## config.mk

```make
export PLATFORM = sky130hd
export DESIGN_NAME = seod_queue
export DESIGN_NICKNAME = d
export VERILOG_FILES = /design/src/hdl/seod_pkg.sv /design/src/hdl/seod_queue.sv
export SDC_FILE = /design/constraint.sdc
export NUM_CORES = 1
export LEC_CHECK = 0
export BUFFER_PORTS_ARGS = -buffer_cell sky130_fd_sc_hd__buf_2
export CORE_UTILIZATION = 40
export DETAILED_ROUTE_END_ITERATION = 8
export PLACE_DENSITY_LB_ADDON = 0.05
export SLEW_MARGIN = 15
export SYNTH_ARGS = -nofsm -noshare
export SYNTH_HDL_FRONTEND = slang
export SYNTH_SLANG_ARGS = --single-unit
```

## constraint.sdc

```tcl
create_clock -name clk_i -period 6.51 [get_ports clk_i]
set_input_delay 0.9765 -clock clk_i [delete_from_list [all_inputs] [get_ports clk_i]]
set_output_delay 0.9765 -clock clk_i [all_outputs]
set_load 0.01 [all_outputs]
```

## src/hdl/seod_pkg.sv

```systemverilog
// Package with widths, types and constant ROM tables of the onset detector.
package seod_pkg;

  localparam int unsigned BINS           = 512;
  localparam int unsigned COUNT_BITS     = 20;
  localparam int unsigned LOG_TABLE_BITS = 10;

  localparam int unsigned TAP_W    = $clog2(BINS);
  localparam int unsigned LOG_SH   = 16 - LOG_TABLE_BITS;
  localparam int unsigned LOG_SIZE = (1 << LOG_TABLE_BITS) + 1;
  localparam int unsigned LOG_AW   = LOG_TABLE_BITS + 1;

  localparam int unsigned X_W      = 16;
  localparam int unsigned WIN_W    = 17;
  localparam int unsigned LOG_W    = 17;
  localparam int unsigned E_W      = 25;
  localparam int unsigned SUM_W    = 45;
  localparam int unsigned CNT_W    = COUNT_BITS;
  localparam int unsigned RATIO_W  = 10;
  localparam int unsigned SIDE_W   = 16;
  localparam int unsigned JUMP_W   = 7;
  localparam int unsigned CFG_W    = 16;
  localparam int unsigned UK_W     = 33;
  localparam int unsigned LHS_W    = E_W + CNT_W + 1;
  localparam int unsigned RP_W     = RATIO_W + SUM_W;
  localparam int unsigned RHS_W    = RP_W + 1 - 8;
  localparam int unsigned CMP_W    = (LHS_W > RHS_W) ? LHS_W : RHS_W;
  localparam int unsigned SKP_W    = SIDE_W + E_W;
  localparam int unsigned UKP_W    = JUMP_W + E_W;

  localparam int unsigned QUEUE_DEPTH = 4;
  localparam int unsigned QUEUE_PW    = $clog2(QUEUE_DEPTH);
  localparam int unsigned QUEUE_CW    = $clog2(QUEUE_DEPTH + 1);
  localparam int unsigned RES_DEPTH   = 2;
  localparam int unsigned RES_PW      = $clog2(RES_DEPTH);
  localparam int unsigned RES_CW      = $clog2(RES_DEPTH + 1);

  localparam logic [RATIO_W-1:0] RATIO_RESET = RATIO_W'(307);
  localparam logic [SIDE_W-1:0]  SIDE_RESET  = SIDE_W'(9830);
  localparam logic [JUMP_W-1:0]  JUMP_RESET  = JUMP_W'(10);

  localparam logic [E_W-1:0]   E_MAX   = {E_W{1'b1}};
  localparam logic [SUM_W-1:0] SUM_MAX = {SUM_W{1'b1}};
  localparam logic [CNT_W-1:0] CNT_MAX = {CNT_W{1'b1}};

  typedef enum logic [1:0] {
    CFG_ONSET_RATIO = 2'd0,
    CFG_SIDE_GAIN   = 2'd1,
    CFG_JUMP_GAIN   = 2'd2
  } cfg_idx_e;

  typedef struct packed {
    logic [RATIO_W-1:0] onset_ratio;
    logic [SIDE_W-1:0]  side_gain;
    logic [JUMP_W-1:0]  jump_gain;
  } cfg_t;

  typedef struct packed {
    logic [X_W-1:0]   bin_value;
    logic [TAP_W-1:0] tap;
    logic             last_bin;
    logic             song_start;
  } item_t;

  typedef struct packed {
    logic [E_W-1:0]         energy;
    logic                   onset;
    logic [E_W-1:0]         side_kick;
    logic signed [UK_W-1:0] up_kick;
  } res_t;

  typedef logic [WIN_W-1:0] win_rom_t [BINS];
  typedef logic [LOG_W-1:0] log_rom_t [LOG_SIZE];

  localparam logic [63:0] ONE_Q30 = 64'd1 << 30;
  localparam logic [63:0] PI_Q30  = 64'd3373259426;
  localparam logic [63:0] WIN_DEN = 64'(2 * BINS);

  // Q24 base-2 logarithm by repeated squaring of the mantissa.
  function automatic logic [63:0] lg2_q24(input logic [63:0] n);
    logic [63:0] m;
    logic [63:0] r;
    int          e;
    e = 0;
    for (int b = 1; b <= 40; b++) begin
      if ((n >> b) != 64'd0) e = b;
    end
    if (n == 64'd0) return 64'd0;
    m = (n << 30) >> e;
    r = 64'(e) << 24;
    for (int b = 23; b >= 0; b--) begin
      m = (m * m) >> 30;
      if (m >= (64'd2 << 30)) begin
        m = m >> 1;
        r[b] = 1'b1;
      end
    end
    return r;
  endfunction

  localparam logic [63:0] LOG101_Q24  = lg2_q24(64'd101);
  localparam logic [63:0] LOG101_HALF = LOG101_Q24 / 2;

  function automatic logic [63:0] hann_next(input logic [63:0] s);
    return (s >= ONE_Q30) ? 64'd0 : ONE_Q30 - s;
  endfunction

  // Half-Hann taper: cosine built from a nested Taylor series in Q30.
  function automatic win_rom_t build_win();
    win_rom_t    t;
    logic [63:0] theta;
    logic [63:0] t2;
    logic [63:0] f;
    for (int i = 0; i < BINS; i++) begin
      theta = (PI_Q30 * 64'(i)) / WIN_DEN;
      t2    = (theta * theta) >> 30;
      f     = ONE_Q30;
      f     = hann_next(((t2 * f) >> 30) / 132);
      f     = hann_next(((t2 * f) >> 30) / 90);
      f     = hann_next(((t2 * f) >> 30) / 56);
      f     = hann_next(((t2 * f) >> 30) / 30);
      f     = hann_next(((t2 * f) >> 30) / 12);
      f     = hann_next(((t2 * f) >> 30) / 2);
      t[i]  = WIN_W'((f * f + (64'd1 << 43)) >> 44);
    end
    return t;
  endfunction

  // Compression curve log(1+100y)/log(101) in Q1.16 at the table knots.
  function automatic log_rom_t build_log();
    log_rom_t    t;
    logic [63:0] num;
    for (int k = 0; k < LOG_SIZE; k++) begin
      num  = lg2_q24((64'd1 << LOG_TABLE_BITS) + 64'd100 * 64'(k))
             - (64'(LOG_TABLE_BITS) << 24);
      t[k] = LOG_W'(((num << 16) + LOG101_HALF) / LOG101_Q24);
    end
    return t;
  endfunction

  localparam win_rom_t WIN_ROM = build_win();
  localparam log_rom_t LOG_ROM = build_log();

endpackage

```

## src/hdl/seod_queue.sv

```systemverilog
// Short bin queue that decouples the front end from the back-end pipeline.
module seod_queue (
  input  logic            clk_i,
  input  logic            rst_ni,
  input  logic            push_i,
  input  seod_pkg::item_t item_i,
  output logic            full_o,
  input  logic            pop_i,
  output logic            empty_o,
  output seod_pkg::item_t head_o
);
  import seod_pkg::*;

  item_t               mem_q [QUEUE_DEPTH];
  logic [QUEUE_PW-1:0] wr_ptr_q, wr_ptr_d;
  logic [QUEUE_PW-1:0] rd_ptr_q, rd_ptr_d;
  logic [QUEUE_CW-1:0] count_q, count_d;
  logic                do_push;
  logic                do_pop;

  assign full_o  = (count_q == QUEUE_CW'(QUEUE_DEPTH));
  assign empty_o = (count_q == '0);
  assign do_push = push_i & ~full_o;
  assign do_pop  = pop_i & ~empty_o;
  assign head_o  = mem_q[rd_ptr_q];

  always_comb begin
    wr_ptr_d = wr_ptr_q;
    rd_ptr_d = rd_ptr_q;
    count_d  = count_q;
    if (do_push) begin
      wr_ptr_d = (wr_ptr_q == QUEUE_PW'(QUEUE_DEPTH - 1)) ? '0 : wr_ptr_q + QUEUE_PW'(1);
    end
    if (do_pop) begin
      rd_ptr_d = (rd_ptr_q == QUEUE_PW'(QUEUE_DEPTH - 1)) ? '0 : rd_ptr_q + QUEUE_PW'(1);
    end
    if (do_push && !do_pop) begin
      count_d = count_q + QUEUE_CW'(1);
    end else if (!do_push && do_pop) begin
      count_d = count_q - QUEUE_CW'(1);
    end
  end

  always_ff @(posedge clk_i or negedge rst_ni) begin
    if (!rst_ni) begin
      wr_ptr_q <= '0;
      rd_ptr_q <= '0;
      count_q  <= '0;
    end else begin
      wr_ptr_q <= wr_ptr_d;
      rd_ptr_q <= rd_ptr_d;
      count_q  <= count_d;
    end
  end

  always_ff @(posedge clk_i) begin
    if (do_push) begin
      mem_q[wr_ptr_q] <= item_i;
    end
  end

endmodule

```

==> flow_summary.toml <==
[clocking]
ctsResizeCount = 0
numCtsBuffers = 17
cts-root-buf = "clkbuf_8"
clock_latency_ns = 0.51
htree_levels = 4
post_cts_buffers = 0
holdBufCountCts = 0
clockBufferDepth = 2
cts.sinks = 115
cts_tree = "yes"
clk_pin_slew_ns = 0.05

[logic_synthesis]
seq_area_frac_synth = 0.7853
synthXorXnorAreaFrac = 0.006036
synthAdderAreaFrac = 0.02185
yosys.area_share.simple = 0.01753
netlist_area_um2 = 4353
netlist_instances = 178
syn_area_per_cell_um2 = 24.45
synth_compound_area_frac = 0.004599
ys_types = 22
ys.warnings.count = 0
synthMuxAreaShare = 0.1518
synth-seq-cells = 115
syn_nets = 216
synth_top_family_by_area = "multiplexers"

[detailed_routing]
drt-vias-per-instance = 4.930
drc = 0
wl_per_cell_um = 18.75
totalWireLength_um = 7462
drt_iter0_drc = 72
drt_first_pass_iters = 4
route.antenna.remaining_nets = 0
num_vias = 1962

[critical_path]
path_buf_inv = 1
cp-startpoint = "rd_ptr_q[0]"
reg2reg_from = "count_q[0]"
cp_cell_sequence = "mux4_2 -> buf_2"
worst_setup_path_end_kind = "output pin"
cp-start-kind = "flip-flop"
critical_path_class = "flip-flop to output pin"
critical_path.top_delay_family = "flip-flops"
crit_path_top_delay_cell = "dfrtp_2"
required_ns = 5.53
cp_data_arrival_time_ns = 2.34
cp_max_fo = 30
max_stage_delay_ns = 1.03

[placed_design]
port_buffers = 59
place_ws_ns = 3.650
gp_congestion = 0.6692
dp_cells = 368
dp_hpwl_um = 4166
placed_area_um2 = 4793

[global_routing]
grt_usage = 0.1466
grt_pass1_wl_um = 11530
met1_usage = 0.1805
antenna_found_initial = 0
grt_use_met2 = 0.2287
grt_max_degree = 31
gr-total-overflow = 0
grt_pass1_vias = 2083
use_met3 = 0.05947
busiest_layer = "met2"

[sta]
period_minus_slack_ns = 3.320
worst_hold_slack_ns = 0.3000
timing.final.ws_setup_ns = 3.190
fin_skew_ns = 0.01169
setup_viol = 0
tns_ns = 0
fmax_mhz = 301.2
worstMarginPinSlew_ns = 1.017
rsz0062_at_grt = "no"
hold_viol = 0
slew_violations = 0
fin_crit_sh = 0.5099
relSlewSlack = 0.3221

[power_and_ir_drop]
leakage_nw = 1.869
power_mw = 2.486
peakVddDrop_mv = 0.2008
power.density_nw_per_um2 = 470.3

[cells_and_area]
drive_above_1_share = 0.4542
nets = 289
area_growth_pct = 21.44
mostFrequentLayoutCells = "edfxtp_1 (108), buf_2 (59), mux4_2 (27)"
final_common_cell = "edfxtp_1"
final_cell_area_um2 = 5286
diodes = 0
fin_util = 0.5075
final_cells = 398

[floorplan]
start_util = 0.4179
die_h_um = 106.3
io_pins = 60
dieArea_um2 = 11300
core_um2 = 10420
die_x_um = 106.3
rows = 37

[status]
status = "finished, final reports clean"

[job]
maxCapViolations = 0

[hold_path]
min_path_type = "input pin to async pin"
where the power goes:
part	switching (mW)	internal, mW
Sequential	0.123	0.984
Combinational	0.289	0.317
Clock	0.285	0.487
routing by layer:
layer  part of all wire  up-vias
met1               0.44     1019
met5                  0        -
met2               0.50       53
li1                   -      888
met4             0.0048        0
met3              0.048        2
sequential cells by signal, indices dropped and copies added, names as in the netlist:
register and cells:
mem_q 108, count_q 3, rd_ptr_q 2, wr_ptr_q 2
path summary, 6_finish.rpt:
check                      slack [ns]     endpoint  cells past startpoint
max                              3.19   head_o[19]                      2
max reg2reg                      4.34   count_q[2]                      7
min reg2reg                      0.54   count_q[2]                      1
min                              0.30  wr_ptr_q[0]                      1
min in group clk_i               0.54   count_q[2]                      1
max in group asynchronous        6.02  rd_ptr_q[0]                      1
synthesized netlist by cell type (all sizes together):
library cell  instances  share of area
nor2                  3         0.0026
nor3                  2         0.0023
ha                    6          0.017
fa                    1         0.0046
and2                  3         0.0043
nor2b                 1         0.0032
o31ai                 1         0.0029
nor3b                 1         0.0043
mux2                  4          0.012
xnor2                 1         0.0020
edfxtp              108           0.75
nand2                 1        0.00086
buf                   6          0.010
inv                   3         0.0026
mux4                 27           0.14
dfrtp                 7          0.040
xor2                  2         0.0040
a21o                  1         0.0017
final cells by class:
type                       instances  area, um2
clock buffer                      19      421.7
sequential                       115       3420
fill                             870       5130
timing repair buffer              60      302.8
clock inverter                    11      71.32
tap                              136      170.2
multi-input combinational         54      889.6
inverter                           3      11.26
worst register-to-register path: cells and delay by family, from the launching register on:
kind / cells / cell delay (ns)
adder cells (fa/ha/maj): 2 / 0.63
AND/OR/NAND/NOR: 1 / 0.12
AO/OA/AOI/OAI: 1 / 0.45
XOR/XNOR: 2 / 0.34
buffers and inverters: 1 / 0.06
flip-flops: 1 / 0.48
logic make-up after synthesis:
group / count (synthesis)
adder cells (fa/ha/maj): 7
multiplexers: 31
buffers and inverters: 9
AND/OR/NAND/NOR: 11
AO/OA/AOI/OAI: 2
flip-flops: 115
XOR/XNOR: 3
(Power assumes the default switching activity.)
