===== config.mk =====
export PLATFORM = sky130hd
export DESIGN_NAME = seod_front
export DESIGN_NICKNAME = d
export VERILOG_FILES = /design/src/hdl/seod_pkg.sv /design/src/hdl/seod_front.sv
export SDC_FILE = /design/constraint.sdc
export NUM_CORES = 1
export LEC_CHECK = 0
export ABC_AREA = 1
export BUFFER_PORTS_ARGS = -buffer_cell sky130_fd_sc_hd__buf_4
export CORE_MARGIN = 5
export CORE_UTILIZATION = 42
export CTS_CLUSTER_SIZE = 14
export DETAILED_ROUTE_END_ITERATION = 6
export PLACE_DENSITY = 0.9
export SLEW_MARGIN = 0
export SYNTH_ARGS = -nofsm -noshare
export SYNTH_HDL_FRONTEND = slang
export SYNTH_SLANG_ARGS = --single-unit

===== constraint.sdc =====
create_clock -name clk_i -period 2.9 [get_ports clk_i]
set_input_delay 0.58 -clock clk_i [delete_from_list [all_inputs] [get_ports clk_i]]
set_output_delay 0.58 -clock clk_i [all_outputs]
set_load 0.005 [all_outputs]

===== src/hdl/seod_pkg.sv =====
// Package with widths, types and constant ROM tables of the onset detector.
package seod_pkg;

  localparam int unsigned BINS           = 512;
  localparam int unsigned COUNT_BITS     = 20;
  localparam int unsigned LOG_TABLE_BITS = 10;

  localparam int unsigned TAP_W    = $clog2(BINS);
  localparam int unsigned LOG_SH   = 16 - LOG_TABLE_BITS;
  localparam int unsigned LOG_SIZE = (1 << LOG_TABLE_BITS) + 1;
  localparam int unsigned LOG_AW   = LOG_TABLE_BITS + 1;

  localparam int unsigned X_W      = 16;
  localparam int unsigned WIN_W    = 17;
  localparam int unsigned LOG_W    = 17;
  localparam int unsigned E_W      = 25;
  localparam int unsigned SUM_W    = 45;
  localparam int unsigned CNT_W    = COUNT_BITS;
  localparam int unsigned RATIO_W  = 10;
  localparam int unsigned SIDE_W   = 16;
  localparam int unsigned JUMP_W   = 7;
  localparam int unsigned CFG_W    = 16;
  localparam int unsigned UK_W     = 33;
  localparam int unsigned LHS_W    = E_W + CNT_W + 1;
  localparam int unsigned RP_W     = RATIO_W + SUM_W;
  localparam int unsigned RHS_W    = RP_W + 1 - 8;
  localparam int unsigned CMP_W    = (LHS_W > RHS_W) ? LHS_W : RHS_W;
  localparam int unsigned SKP_W    = SIDE_W + E_W;
  localparam int unsigned UKP_W    = JUMP_W + E_W;

  localparam int unsigned QUEUE_DEPTH = 4;
  localparam int unsigned QUEUE_PW    = $clog2(QUEUE_DEPTH);
  localparam int unsigned QUEUE_CW    = $clog2(QUEUE_DEPTH + 1);
  localparam int unsigned RES_DEPTH   = 2;
  localparam int unsigned RES_PW      = $clog2(RES_DEPTH);
  localparam int unsigned RES_CW      = $clog2(RES_DEPTH + 1);

  localparam logic [RATIO_W-1:0] RATIO_RESET = RATIO_W'(307);
  localparam logic [SIDE_W-1:0]  SIDE_RESET  = SIDE_W'(9830);
  localparam logic [JUMP_W-1:0]  JUMP_RESET  = JUMP_W'(10);

  localparam logic [E_W-1:0]   E_MAX   = {E_W{1'b1}};
  localparam logic [SUM_W-1:0] SUM_MAX = {SUM_W{1'b1}};
  localparam logic [CNT_W-1:0] CNT_MAX = {CNT_W{1'b1}};

  typedef enum logic [1:0] {
    CFG_ONSET_RATIO = 2'd0,
    CFG_SIDE_GAIN   = 2'd1,
    CFG_JUMP_GAIN   = 2'd2
  } cfg_idx_e;

  typedef struct packed {
    logic [RATIO_W-1:0] onset_ratio;
    logic [SIDE_W-1:0]  side_gain;
    logic [JUMP_W-1:0]  jump_gain;
  } cfg_t;

  typedef struct packed {
    logic [X_W-1:0]   bin_value;
    logic [TAP_W-1:0] tap;
    logic             last_bin;
    logic             song_start;
  } item_t;

  typedef struct packed {
    logic [E_W-1:0]         energy;
    logic                   onset;
    logic [E_W-1:0]         side_kick;
    logic signed [UK_W-1:0] up_kick;
  } res_t;

  typedef logic [WIN_W-1:0] win_rom_t [BINS];
  typedef logic [LOG_W-1:0] log_rom_t [LOG_SIZE];

  localparam logic [63:0] ONE_Q30 = 64'd1 << 30;
  localparam logic [63:0] PI_Q30  = 64'd3373259426;
  localparam logic [63:0] WIN_DEN = 64'(2 * BINS);

  // Q24 base-2 logarithm by repeated squaring of the mantissa.
  function automatic logic [63:0] lg2_q24(input logic [63:0] n);
    logic [63:0] m;
    logic [63:0] r;
    int          e;
    e = 0;
    for (int b = 1; b <= 40; b++) begin
      if ((n >> b) != 64'd0) e = b;
    end
    if (n == 64'd0) return 64'd0;
    m = (n << 30) >> e;
    r = 64'(e) << 24;
    for (int b = 23; b >= 0; b--) begin
      m = (m * m) >> 30;
      if (m >= (64'd2 << 30)) begin
        m = m >> 1;
        r[b] = 1'b1;
      end
    end
    return r;
  endfunction

  localparam logic [63:0] LOG101_Q24  = lg2_q24(64'd101);
  localparam logic [63:0] LOG101_HALF = LOG101_Q24 / 2;

  function automatic logic [63:0] hann_next(input logic [63:0] s);
    return (s >= ONE_Q30) ? 64'd0 : ONE_Q30 - s;
  endfunction

  // Half-Hann taper: cosine built from a nested Taylor series in Q30.
  function automatic win_rom_t build_win();
    win_rom_t    t;
    logic [63:0] theta;
    logic [63:0] t2;
    logic [63:0] f;
    for (int i = 0; i < BINS; i++) begin
      theta = (PI_Q30 * 64'(i)) / WIN_DEN;
      t2    = (theta * theta) >> 30;
      f     = ONE_Q30;
      f     = hann_next(((t2 * f) >> 30) / 132);
      f     = hann_next(((t2 * f) >> 30) / 90);
      f     = hann_next(((t2 * f) >> 30) / 56);
      f     = hann_next(((t2 * f) >> 30) / 30);
      f     = hann_next(((t2 * f) >> 30) / 12);
      f     = hann_next(((t2 * f) >> 30) / 2);
      t[i]  = WIN_W'((f * f + (64'd1 << 43)) >> 44);
    end
    return t;
  endfunction

  // Compression curve log(1+100y)/log(101) in Q1.16 at the table knots.
  function automatic log_rom_t build_log();
    log_rom_t    t;
    logic [63:0] num;
    for (int k = 0; k < LOG_SIZE; k++) begin
      num  = lg2_q24((64'd1 << LOG_TABLE_BITS) + 64'd100 * 64'(k))
             - (64'(LOG_TABLE_BITS) << 24);
      t[k] = LOG_W'(((num << 16) + LOG101_HALF) / LOG101_Q24);
    end
    return t;
  endfunction

  localparam win_rom_t WIN_ROM = build_win();
  localparam log_rom_t LOG_ROM = build_log();

endpackage


===== src/hdl/seod_front.sv =====
// Front end: accepts bins, tracks the window tap and tags each bin for the back end.
module seod_front (
  input  logic                      clk_i,
  input  logic                      rst_ni,
  input  logic                      push_i,
  input  logic [seod_pkg::X_W-1:0]  bin_value_i,
  input  logic                      last_bin_i,
  input  logic                      song_start_i,
  input  logic                      q_full_i,
  output logic                      q_push_o,
  output seod_pkg::item_t           q_item_o
);
  import seod_pkg::*;

  localparam logic [TAP_W-1:0] TAP_MAX = TAP_W'(BINS - 1);

  logic [TAP_W-1:0] bin_index_q, bin_index_d;
  logic             accept;

  assign accept = push_i & ~q_full_i;

  always_comb begin
    bin_index_d = bin_index_q;
    if (accept) begin
      if (last_bin_i) begin
        bin_index_d = '0;
      end else if (bin_index_q != TAP_MAX) begin
        bin_index_d = bin_index_q + TAP_W'(1);
      end
    end
  end

  always_ff @(posedge clk_i or negedge rst_ni) begin
    if (!rst_ni) begin
      bin_index_q <= '0;
    end else begin
      bin_index_q <= bin_index_d;
    end
  end

  assign q_push_o            = accept;
  assign q_item_o.bin_value  = bin_value_i;
  assign q_item_o.tap        = bin_index_q;
  assign q_item_o.last_bin   = last_bin_i;
  assign q_item_o.song_start = song_start_i;

endmodule


==> flow_summary.toml, run 1 <==
[clock_tree]
cts_setup_buffers = 0
cts_hold_buf = 0
cts_root_buf = "clkbuf_4"
cts_htree_levels = 1
cts.sinks = 9
cts_tree = "built"
clk_pin_slew_ns = 0.06
cts_resized = 0
clock_path_buffers = 2
cts_buffers = 3
clk_latency_ns = 0.27

[synth]
syn-cell-area_um2 = 671
ys_seq_area_share_pct = 33.6
synthesis.nets = 117
netlist_instances = 93
synth_top_area_cell = "dfrtp_1"
synth_area_leaders = "dfrtp_1, buf_4, nand2_1"
ys_types = 16
yosysWarningCount = 0
synth_top_cell_area_share_pct = 33.6
ys_ff_latch = 9
syn_avg_cell_area_um2 = 7.21

[cells_and_area]
largest_reg_flops = 9
syn_to_final_growth_pct = 3.54
nets = 119
drive_above_1_share_pct = 27.7
largest_register = "bin_index_q"
final_common_cell = "nand2_1"
most-common-layout-cells = "nand2_1, buf_4, nor2_1, inv_1, dfrtp_1"
top_regs = "bin_index_q x9"
finalCoreUtilization_pct = 46.1
antenna_cells = 0

[floorplan]
core_area_mm2 = 0.00151
start_util_pct = 44.5
die_x_um = 50.0
die_area_mm2 = 0.00250
num_rows = 14
io_pins = 50
die_h_um = 50.0

[worst_setup_path]
cp.depth = 10
crit_chain = "ha_1 -> nand3_1 -> nor4_1 -> ha_1 -> inv_1 -> o21ai_2 -> nor2_2 -> nand2_1 -> nand2_1 -> nor2_1"
r2r-start = "bin_index_q[0]$_DFFE_PN0P_"
crit_start = "bin_index_q[0]$_DFFE_PN0P_"
reg2reg_to = "bin_index_q[4]$_DFFE_PN0P_"
worst_setup_path_start_kind = "flip-flop"
cp_max_fo = 5
worst_path_max_delay_cell = "dfrtp_1"
crit_path_end_kind = "flip-flop"
critPathBufInv = 1
r2r_setup_slack_ns = 1.05
ff2ff_path_depth = 10
worstPathArrival_ns = 2.04
critPathCapture = "bin_index_q[4]$_DFFE_PN0P_"
crit_family = "simple AND/OR/NAND/NOR gates"
cpPeakStageDelay_ns = 0.42
crit_type = "flip-flop to flip-flop"
required_ns = 3.09

[global_route]
first_global_vias = 579
grt_use_total_pct = 12.4
grt_max_degree = 10
antenna_found_initial = 0
grt_pass1_wl_um = 2390
grt_overflow = 0

[sta]
rsz0062_at_grt = "no"
relSlewSlack_pct = 83.9
clock_skew_ns = 0.00755
finalHoldViolations = 0
fmax_mhz = 541
tns_ns = 0
setup_viol = 0
worst_slew_pin_slew_ns = 0.239
layout_min_cycle_time_ns = 1.85
slew_violations = 0
min_period_over_period_pct = 63.7

[pwr]
power.density_mw_per_mm2 = 422
seqPwrFrac_pct = 49.3
power.switching_mw = 0.0823
vdd_drop_max_v = 0.000281
p_leak_nw = 0.361
combPwrFrac_pct = 16.8
p_sw_share_pct = 28.1
p_int_mw = 0.211
power.share.clock_pct = 33.9

[placed_design]
port_buffers = 15
hpwl_um = 1190
gp_congestion = 0.875

[detailed_routing]
drc = 0
drt_wl_total_um = 1520
ant_nets = 0
dr.pass1.iters = 4
drt_iter0_markers = 31
wire_per_inst_um = 13.8
vias = 583
vias_per_cell = 5.30

[run]
max_cap_viol_count = 0

[hold_path]
min_path_type = "input port to async pin"

[run_status]
status = "completed"
## through the flow
stage               total power, mW  std cells  setup slack (ns)  instance area [um^2]  hold slack [ns]
floorplan                     0.186         93              1.26                   671            0.284
global placement              0.194        106              1.20                   668            0.410
detailed placement            0.195        106              1.09                   668            0.412
CTS                           0.295        110              1.07                   694            0.128
global route                  0.309        110             0.888                   694            0.126
finish                        0.293        110              1.05                   694            0.121
## per-layer routing
layer	GRT usage, %	routed length, um	vias to the layer above
met5	0	0	-
li1	-	-	271
met3	3.01	179	11
met2	21.2	749	34
met1	12.1	532	267
met4	10.5	59	0
## cell type report
type,instances,area [um^2]
repair buffers,15,113
well taps,16,20.0
clock buffers,4,26.3
multi-input cells,56,273
inverters,10,37.5
flip-flops and latches,9,225
fillers,157,812
## worst min path at each step
| stage | end | slack [ns] | start | cells past startpoint |
|---|---|---|---|---|
| finish | bin_index_q[8]$_DFFE_PN0P_ | 0.12 | rst_ni | 1 |
| global route | bin_index_q[8]$_DFFE_PN0P_ | 0.13 | rst_ni | 1 |
| CTS | bin_index_q[8]$_DFFE_PN0P_ | 0.13 | rst_ni | 1 |
| detailed placement | bin_index_q[8]$_DFFE_PN0P_ | 0.41 | rst_ni | 1 |
| global placement | bin_index_q[8]$_DFFE_PN0P_ | 0.41 | rst_ni | 1 |
| floorplan | bin_index_q[0]$_DFFE_PN0P_ | 0.28 | rst_ni | 0 |
## power by group through the flow
| stage | clock (mW) | combinational [mW] | sequential, mW |
|---|---|---|---|
| global route | 0.108 | 0.0548 | 0.146 |
| finish | 0.0994 | 0.0492 | 0.145 |
| floorplan | 0 | 0.0404 | 0.146 |
| CTS | 0.101 | 0.0497 | 0.144 |
| global placement | 0 | 0.0479 | 0.146 |
| detailed placement | 0 | 0.0489 | 0.147 |
## synth_stat cells, drive strengths merged
cell type	instances
a21oi	2
nor2	17
inv	10
dfrtp	9
nand2	24
nand3	7
ha	2
nor4	1
nand4	1
buf	18
o21ai	2
## cell families after synthesis
| family | count (synthesis) | synth area share (%) |
|---|---|---|
| simple gates | 50 | 33.4 |
| flops | 9 | 33.6 |
| buf+inv | 28 | 25.7 |
| compound gates | 4 | 3.54 |
| fa+ha+maj | 2 | 3.73 |
(Power assumes the default switching activity.)
==> run 2: changes to the inputs <==
- CORE_UTILIZATION: 42 -> 35
- PLACE_DENSITY: 0.9 -> 0.81
- clock period: 2.9 -> 1.51 ns (I/O delays scaled with it)
==> flow_summary.toml, run 2 (same netlist as run 1, synthesis figures left out) <==
[placed_design]
placed_cell_area_um2 = 776
gp_congestion = 0.830
port_buffers = 15
hpwl_um = 1200
pre_cts_ws_ns = -0.115
dpl.cell_count = 124

[pwr]
p_int_mw = 0.439
p_leak_nw = 0.429
p_sw_share_pct = 27.9
power.density_mw_per_mm2 = 712
power.share.clock_pct = 31.0
seqPwrFrac_pct = 44.1
power.switching_mw = 0.170
finalPower_mw = 0.609
vdd_drop_max_v = 0.000350
combPwrFrac_pct = 24.9

[cells_and_area]
final_cells = 133
drive_above_1_share_pct = 42.6
final_common_cell = "buf_4"
largest_reg_flops = 9
nFillCells = 175
nets = 133
largest_register = "bin_index_q"
syn_to_final_growth_pct = 27.4
finalCoreUtilization_pct = 47.9
top_regs = "bin_index_q x9"
antenna_cells = 0
fin_area_um2 = 855
most-common-layout-cells = "buf_4, nand2_1, nor2_1, dfrtp_1, inv_1"

[floorplan]
die_h_um = 53.8
core_area_mm2 = 0.00178
start_util_pct = 37.6
die_area_mm2 = 0.00289
num_rows = 15
io_pins = 50
die_x_um = 53.8

[detailed_routing]
drt_wl_total_um = 1520
vias_per_cell = 4.56
dr.pass1.iters = 4
drc = 0
ant_nets = 0
wire_per_inst_um = 11.4
vias = 607
drt_iter0_markers = 10

[sta]
slew_violations = 0
relSlewSlack_pct = 85.5
finalHoldViolations = 0
tns_ns = -0.823
setup_ws_ns = -0.114
min_period_over_period_pct = 108
setup_viol = 9
worst_slew_pin_slew_ns = 0.216
rsz0062_at_grt = "yes"
clock_skew_ns = 0.000948
layout_min_cycle_time_ns = 1.62
fin_worst_hold_slack_ns = 0.400
fmax_mhz = 616

[clock_tree]
cts_buffers = 3
cts.sinks = 9
cts_htree_levels = 1
clk_pin_slew_ns = 0.06
cts_tree = "built"
clock_path_buffers = 2
clk_latency_ns = 0.26
cts_root_buf = "clkbuf_4"

[worst_setup_path]
worst_path_max_delay_cell = "dfrtp_1"
crit_start = "bin_index_q[0]$_DFFE_PN0P_"
crit_chain = "ha_2 -> nand3_2 -> nor4_2 -> ha_2 -> inv_2 -> o21ai_4 -> nor2_2 -> nand2_1 -> nand2_1 -> nor2_1"
cpPeakStageDelay_ns = 0.36
cp_max_fo = 4
crit_type = "flip-flop to flip-flop"
r2r-start = "bin_index_q[0]$_DFFE_PN0P_"
crit_path_end_kind = "flip-flop"
worstPathArrival_ns = 1.82
worst_setup_path_start_kind = "flip-flop"
required_ns = 1.71

[run_status]
status = "finished with violations"
violations = "negative setup slack"

[hold_path]
min_path_type = "input port to async pin"

[global_route]
first_global_vias = 588
grt_overflow = 0
antenna_found_initial = 0
grt_use_total_pct = 12.1
grt_pass1_wl_um = 2510
grt_max_degree = 10

[run]
max_cap_viol_count = 0
==> run 2: cell type report <==
cell class              count  area [um^2]  area share, %
multi-input cells          57          322           37.6
clock buffers               4         26.3           3.07
repair buffers             28          213           24.9
well taps                  25         31.3           3.66
flip-flops and latches      9          225           26.4
inverters                  10         37.5           4.39
==> run 2: path summary, 6_finish.rpt <==
check	endpoint	slack (ns)	cells past startpoint
worst max-delay path	bin_index_q[4]$_DFFE_PN0P_	-0.11	10
worst min-delay path	bin_index_q[1]$_DFFE_PN0P_	0.40	2
worst max register to register	bin_index_q[4]$_DFFE_PN0P_	-0.11	10
worst min register to register	bin_index_q[8]$_DFFE_PN0P_	0.53	2
max in group asynchronous	bin_index_q[8]$_DFFE_PN0P_	0.98	2
min in group clk_i	bin_index_q[5]$_DFFE_PN0P_	0.41	4
==> run 2: power by group through the flow <==
stage               registers, mW  clock network, mW  logic, mW
floorplan                   0.282                  0     0.0808
global placement            0.272                  0      0.133
detailed placement          0.273                  0      0.136
CTS                         0.269              0.196      0.141
global route                0.270              0.208      0.168
finish                      0.268              0.189      0.152
==> run 2: metal layers <==
layer | GRT usage (%) | vias to the layer above | wire length, um
li1 | - | 304 | -
met1 | 13.9 | 272 | 637
met2 | 20.4 | 19 | 734
met3 | 2.49 | 12 | 99
met4 | 7.23 | 0 | 45
met5 | 0 | - | 0
==> run 2: worst max-delay path, delay by kind of cell (launching register included) <==
| kind | cells | cell delay, ns |
|---|---|---|
| adders and majority gates | 2 | 0.40 |
| buffers and inverters | 1 | 0.06 |
| AOI/OAI and AO/OA | 1 | 0.19 |
| and+or+nand+nor | 6 | 0.53 |
| DFF | 1 | 0.36 |
==> run 2: what timing repair did <==
action                                 4_1_cts  5_1_grt
setup endpoints to repair                    6        9
cloned                                       1        0
buffers inserted                             1        2
endpoints found under the hold margin        9        0
pin swaps                                    3        3
gates resized for setup                      0        3
hold buffers                                 1        0
==> run 3: changes to the inputs <==
- ABC_AREA: 1 -> 0
- CORE_MARGIN: 5 -> not set
==> flow_summary.toml, run 3 <==
[synth]
ys_ff_latch = 9
synth_most_common_cell = "buf_4"
syn_avg_cell_area_um2 = 9.25
syn-cell-area_um2 = 684
synth_mux_area_share_pct = 4.39
netlist_instances = 74
ys_seq_area_share_pct = 32.9
ys_types = 22
synth_top_family_by_area = "buffers and inverters"
synthTopCellsByCount = "buf_4, dfrtp_1, nand2_1, inv_1, or4_1"
async_flop_share_pct = 100
synth_top_cell_area_share_pct = 32.9
synthesis.nets = 98
synth_xor_area_share_pct = 0
synth_edf_count = 0
synthAdderAreaFrac_pct = 3.66
synth-compound-area-share_pct = 10.2
synth_area_leaders = "dfrtp_1, buf_4, mux2i_1"
yosys.area_share.simple_pct = 24.1
yosysWarningCount = 0
synth_top_area_cell = "dfrtp_1"
ys.flop_type = "dfrtp_1"

[sta]
fmax_mhz = 583
clock_skew_ns = 0.00654
tns_ns = -0.900
layout_min_cycle_time_ns = 1.72
setup_viol = 7
relSlewSlack_pct = 79.7
finalHoldViolations = 0
slew_violations = 0
rsz0062_at_grt = "yes"
worst_slew_pin_slew_ns = 0.302
setup_ws_ns = -0.206
min_period_over_period_pct = 114

[clock_tree]
clk_latency_ns = 0.27
cts_root_buf = "clkbuf_4"
cts_buffers = 3
clk_pin_slew_ns = 0.07
clock_path_buffers = 2
cts_tree = "built"
cts_htree_levels = 1
cts.sinks = 9

[floorplan]
die_x_um = 46.2
num_rows = 15
core_area_mm2 = 0.00178
die_h_um = 46.2
io_pins = 50
die_area_mm2 = 0.00214
start_util_pct = 38.4

[placed_design]
port_buffers = 15
gp_congestion = 0.838
hpwl_um = 1140
placed_cell_area_um2 = 779

[cells_and_area]
final_common_cell = "buf_4"
syn_to_final_growth_pct = 28.7
largest_register = "bin_index_q"
largest_reg_flops = 9
nets = 115
antenna_cells = 0
fin_area_um2 = 881
most-common-layout-cells = "buf_4, dfrtp_1, nand2_1, inv_1"
drive_above_1_share_pct = 50.0
top_regs = "bin_index_q x9"

[worst_setup_path]
crit_type = "flip-flop to flip-flop"
worst_setup_path_start_kind = "flip-flop"
crit_top_cell = "ha_2"
required_ns = 1.72
crit_path_end_kind = "flip-flop"
crit_chain = "ha_2 -> nand3_2 -> nor2_2 -> ha_2 -> nor2b_4 -> or4_4 -> a21oi_2"
worstPathArrival_ns = 1.92
crit_start = "bin_index_q[1]$_DFFE_PN0P_"
cp_max_fo = 5
cpPeakStageDelay_ns = 0.48
worst_path_max_delay_cell = "or4_4"
r2r-start = "bin_index_q[1]$_DFFE_PN0P_"

[run_status]
status = "finished with violations"
violations = "negative setup slack"

[pwr]
finalPower_mw = 0.608
power.density_mw_per_mm2 = 690
p_leak_nw = 0.397
vdd_drop_max_v = 0.000324

[global_route]
grt_pass1_wl_um = 2420
grt_max_degree = 17
grt_overflow = 0
first_global_vias = 573
antenna_found_initial = 0
grt_use_total_pct = 16.7

[hold_path]
min_from = "last_bin_i"
min_path_type = "input port to flip-flop"

[detailed_routing]
wl_met2_um = 774
met3_length_um = 135
dr.pass1.iters = 4
drt_wl_total_um = 1670
vias = 572
vias_per_cell = 4.97
highest_layer = "met4"
ant_nets = 0
wire_per_inst_um = 14.5
drc = 0
drt_iter0_markers = 19
met1_length_um = 718

[run]
max_cap_viol_count = 0
==> run 3: cell count changes after synthesis, moves of 3 or more <==
cell      delta
inv_1        -5
mux2i_1      +3
nand2_1     -18
nand2b_1     +3
nand3_1      -4
nor2_1      -11
nor2_2       -4
o31ai_1      +3
or4_1        +4
==> run 3: worst paths after layout <==
kind / endpoint / slack, ns / depth (start not counted)
setup / recovery: bin_index_q[3]$_DFFE_PN0P_ / -0.21 / 7
hold / removal: bin_index_q[1]$_DFFE_PN0P_ / 0.32 / 2
setup reg to reg: bin_index_q[3]$_DFFE_PN0P_ / -0.21 / 7
hold reg to reg: bin_index_q[8]$_DFFE_PN0P_ / 0.58 / 2
max in group asynchronous: bin_index_q[0]$_DFFE_PN0P_ / 0.98 / 2
min in group asynchronous: bin_index_q[3]$_DFFE_PN0P_ / 0.39 / 2
==> run 3: power breakdown <==
group	internal [mW]	switching (mW)	total (mW)
registers	0.256	0.0112	0.267
logic	0.0778	0.0630	0.141
clock network	0.102	0.0973	0.200
==> run 3: final cells by class <==
| type | instances | area, um^2 |
|---|---|---|
| timing repair buffer | 31 | 239 |
| inverter | 4 | 15.0 |
| sequential | 9 | 225 |
| fill | 172 | 902 |
| tap | 25 | 31.3 |
| multi-input combinational | 42 | 344 |
| clock buffer | 4 | 26.3 |
==> run 3: stage by stage <==
| step | std cells | setup slack, ns | hold slack [ns] | util, % |
|---|---|---|---|---|
| 5_1_grt | 115 | -0.261 | 0.328 | 49.4 |
| 6_report | 115 | -0.206 | 0.322 | 49.4 |
| 2_1_floorplan | 74 | -0.208 | 0.00641 | - |
| 4_1_cts | 114 | -0.213 | 0.301 | 47.6 |
| 3_5_place_dp | 106 | -0.211 | 0.134 | 43.7 |
| 3_3_place_gp | 106 | -0.133 | 0.132 | 43.7 |
==> run 3: cell families after synthesis <==
kind of cell    after synthesis
compound gates               11
buf+inv                      24
mux                           3
simple gates                 25
flops                         9
fa+ha+maj                     2
==> run 3: worst max-delay path: cells and delay by family, from the launching register on <==
family                   cells  cell delay, ns
flip-flops                   1            0.39
adder cells (fa/ha/maj)      2            0.38
AO/OA/AOI/OAI                1            0.13
AND/OR/NAND/NOR              4            0.75
==> run 3: what timing repair did <==
item | 4_1_cts | 5_1_grt
gates resized for setup | 2 | 6
buffers inserted | 2 | 1
pin swaps | 5 | 3
endpoints found under the hold margin | 9 | 0
cloned | 1 | 0
hold buffers | 1 | 0
endpoints found under the setup margin | 9 | 9
==> run 3: layer usage <==
metal / vias up / GRT usage, %
met3: 12 / 5.49
met2: 20 / 25.1
met4: 0 / 14.1
li1: 276 / -
met5: - / 0
met1: 264 / 18.9
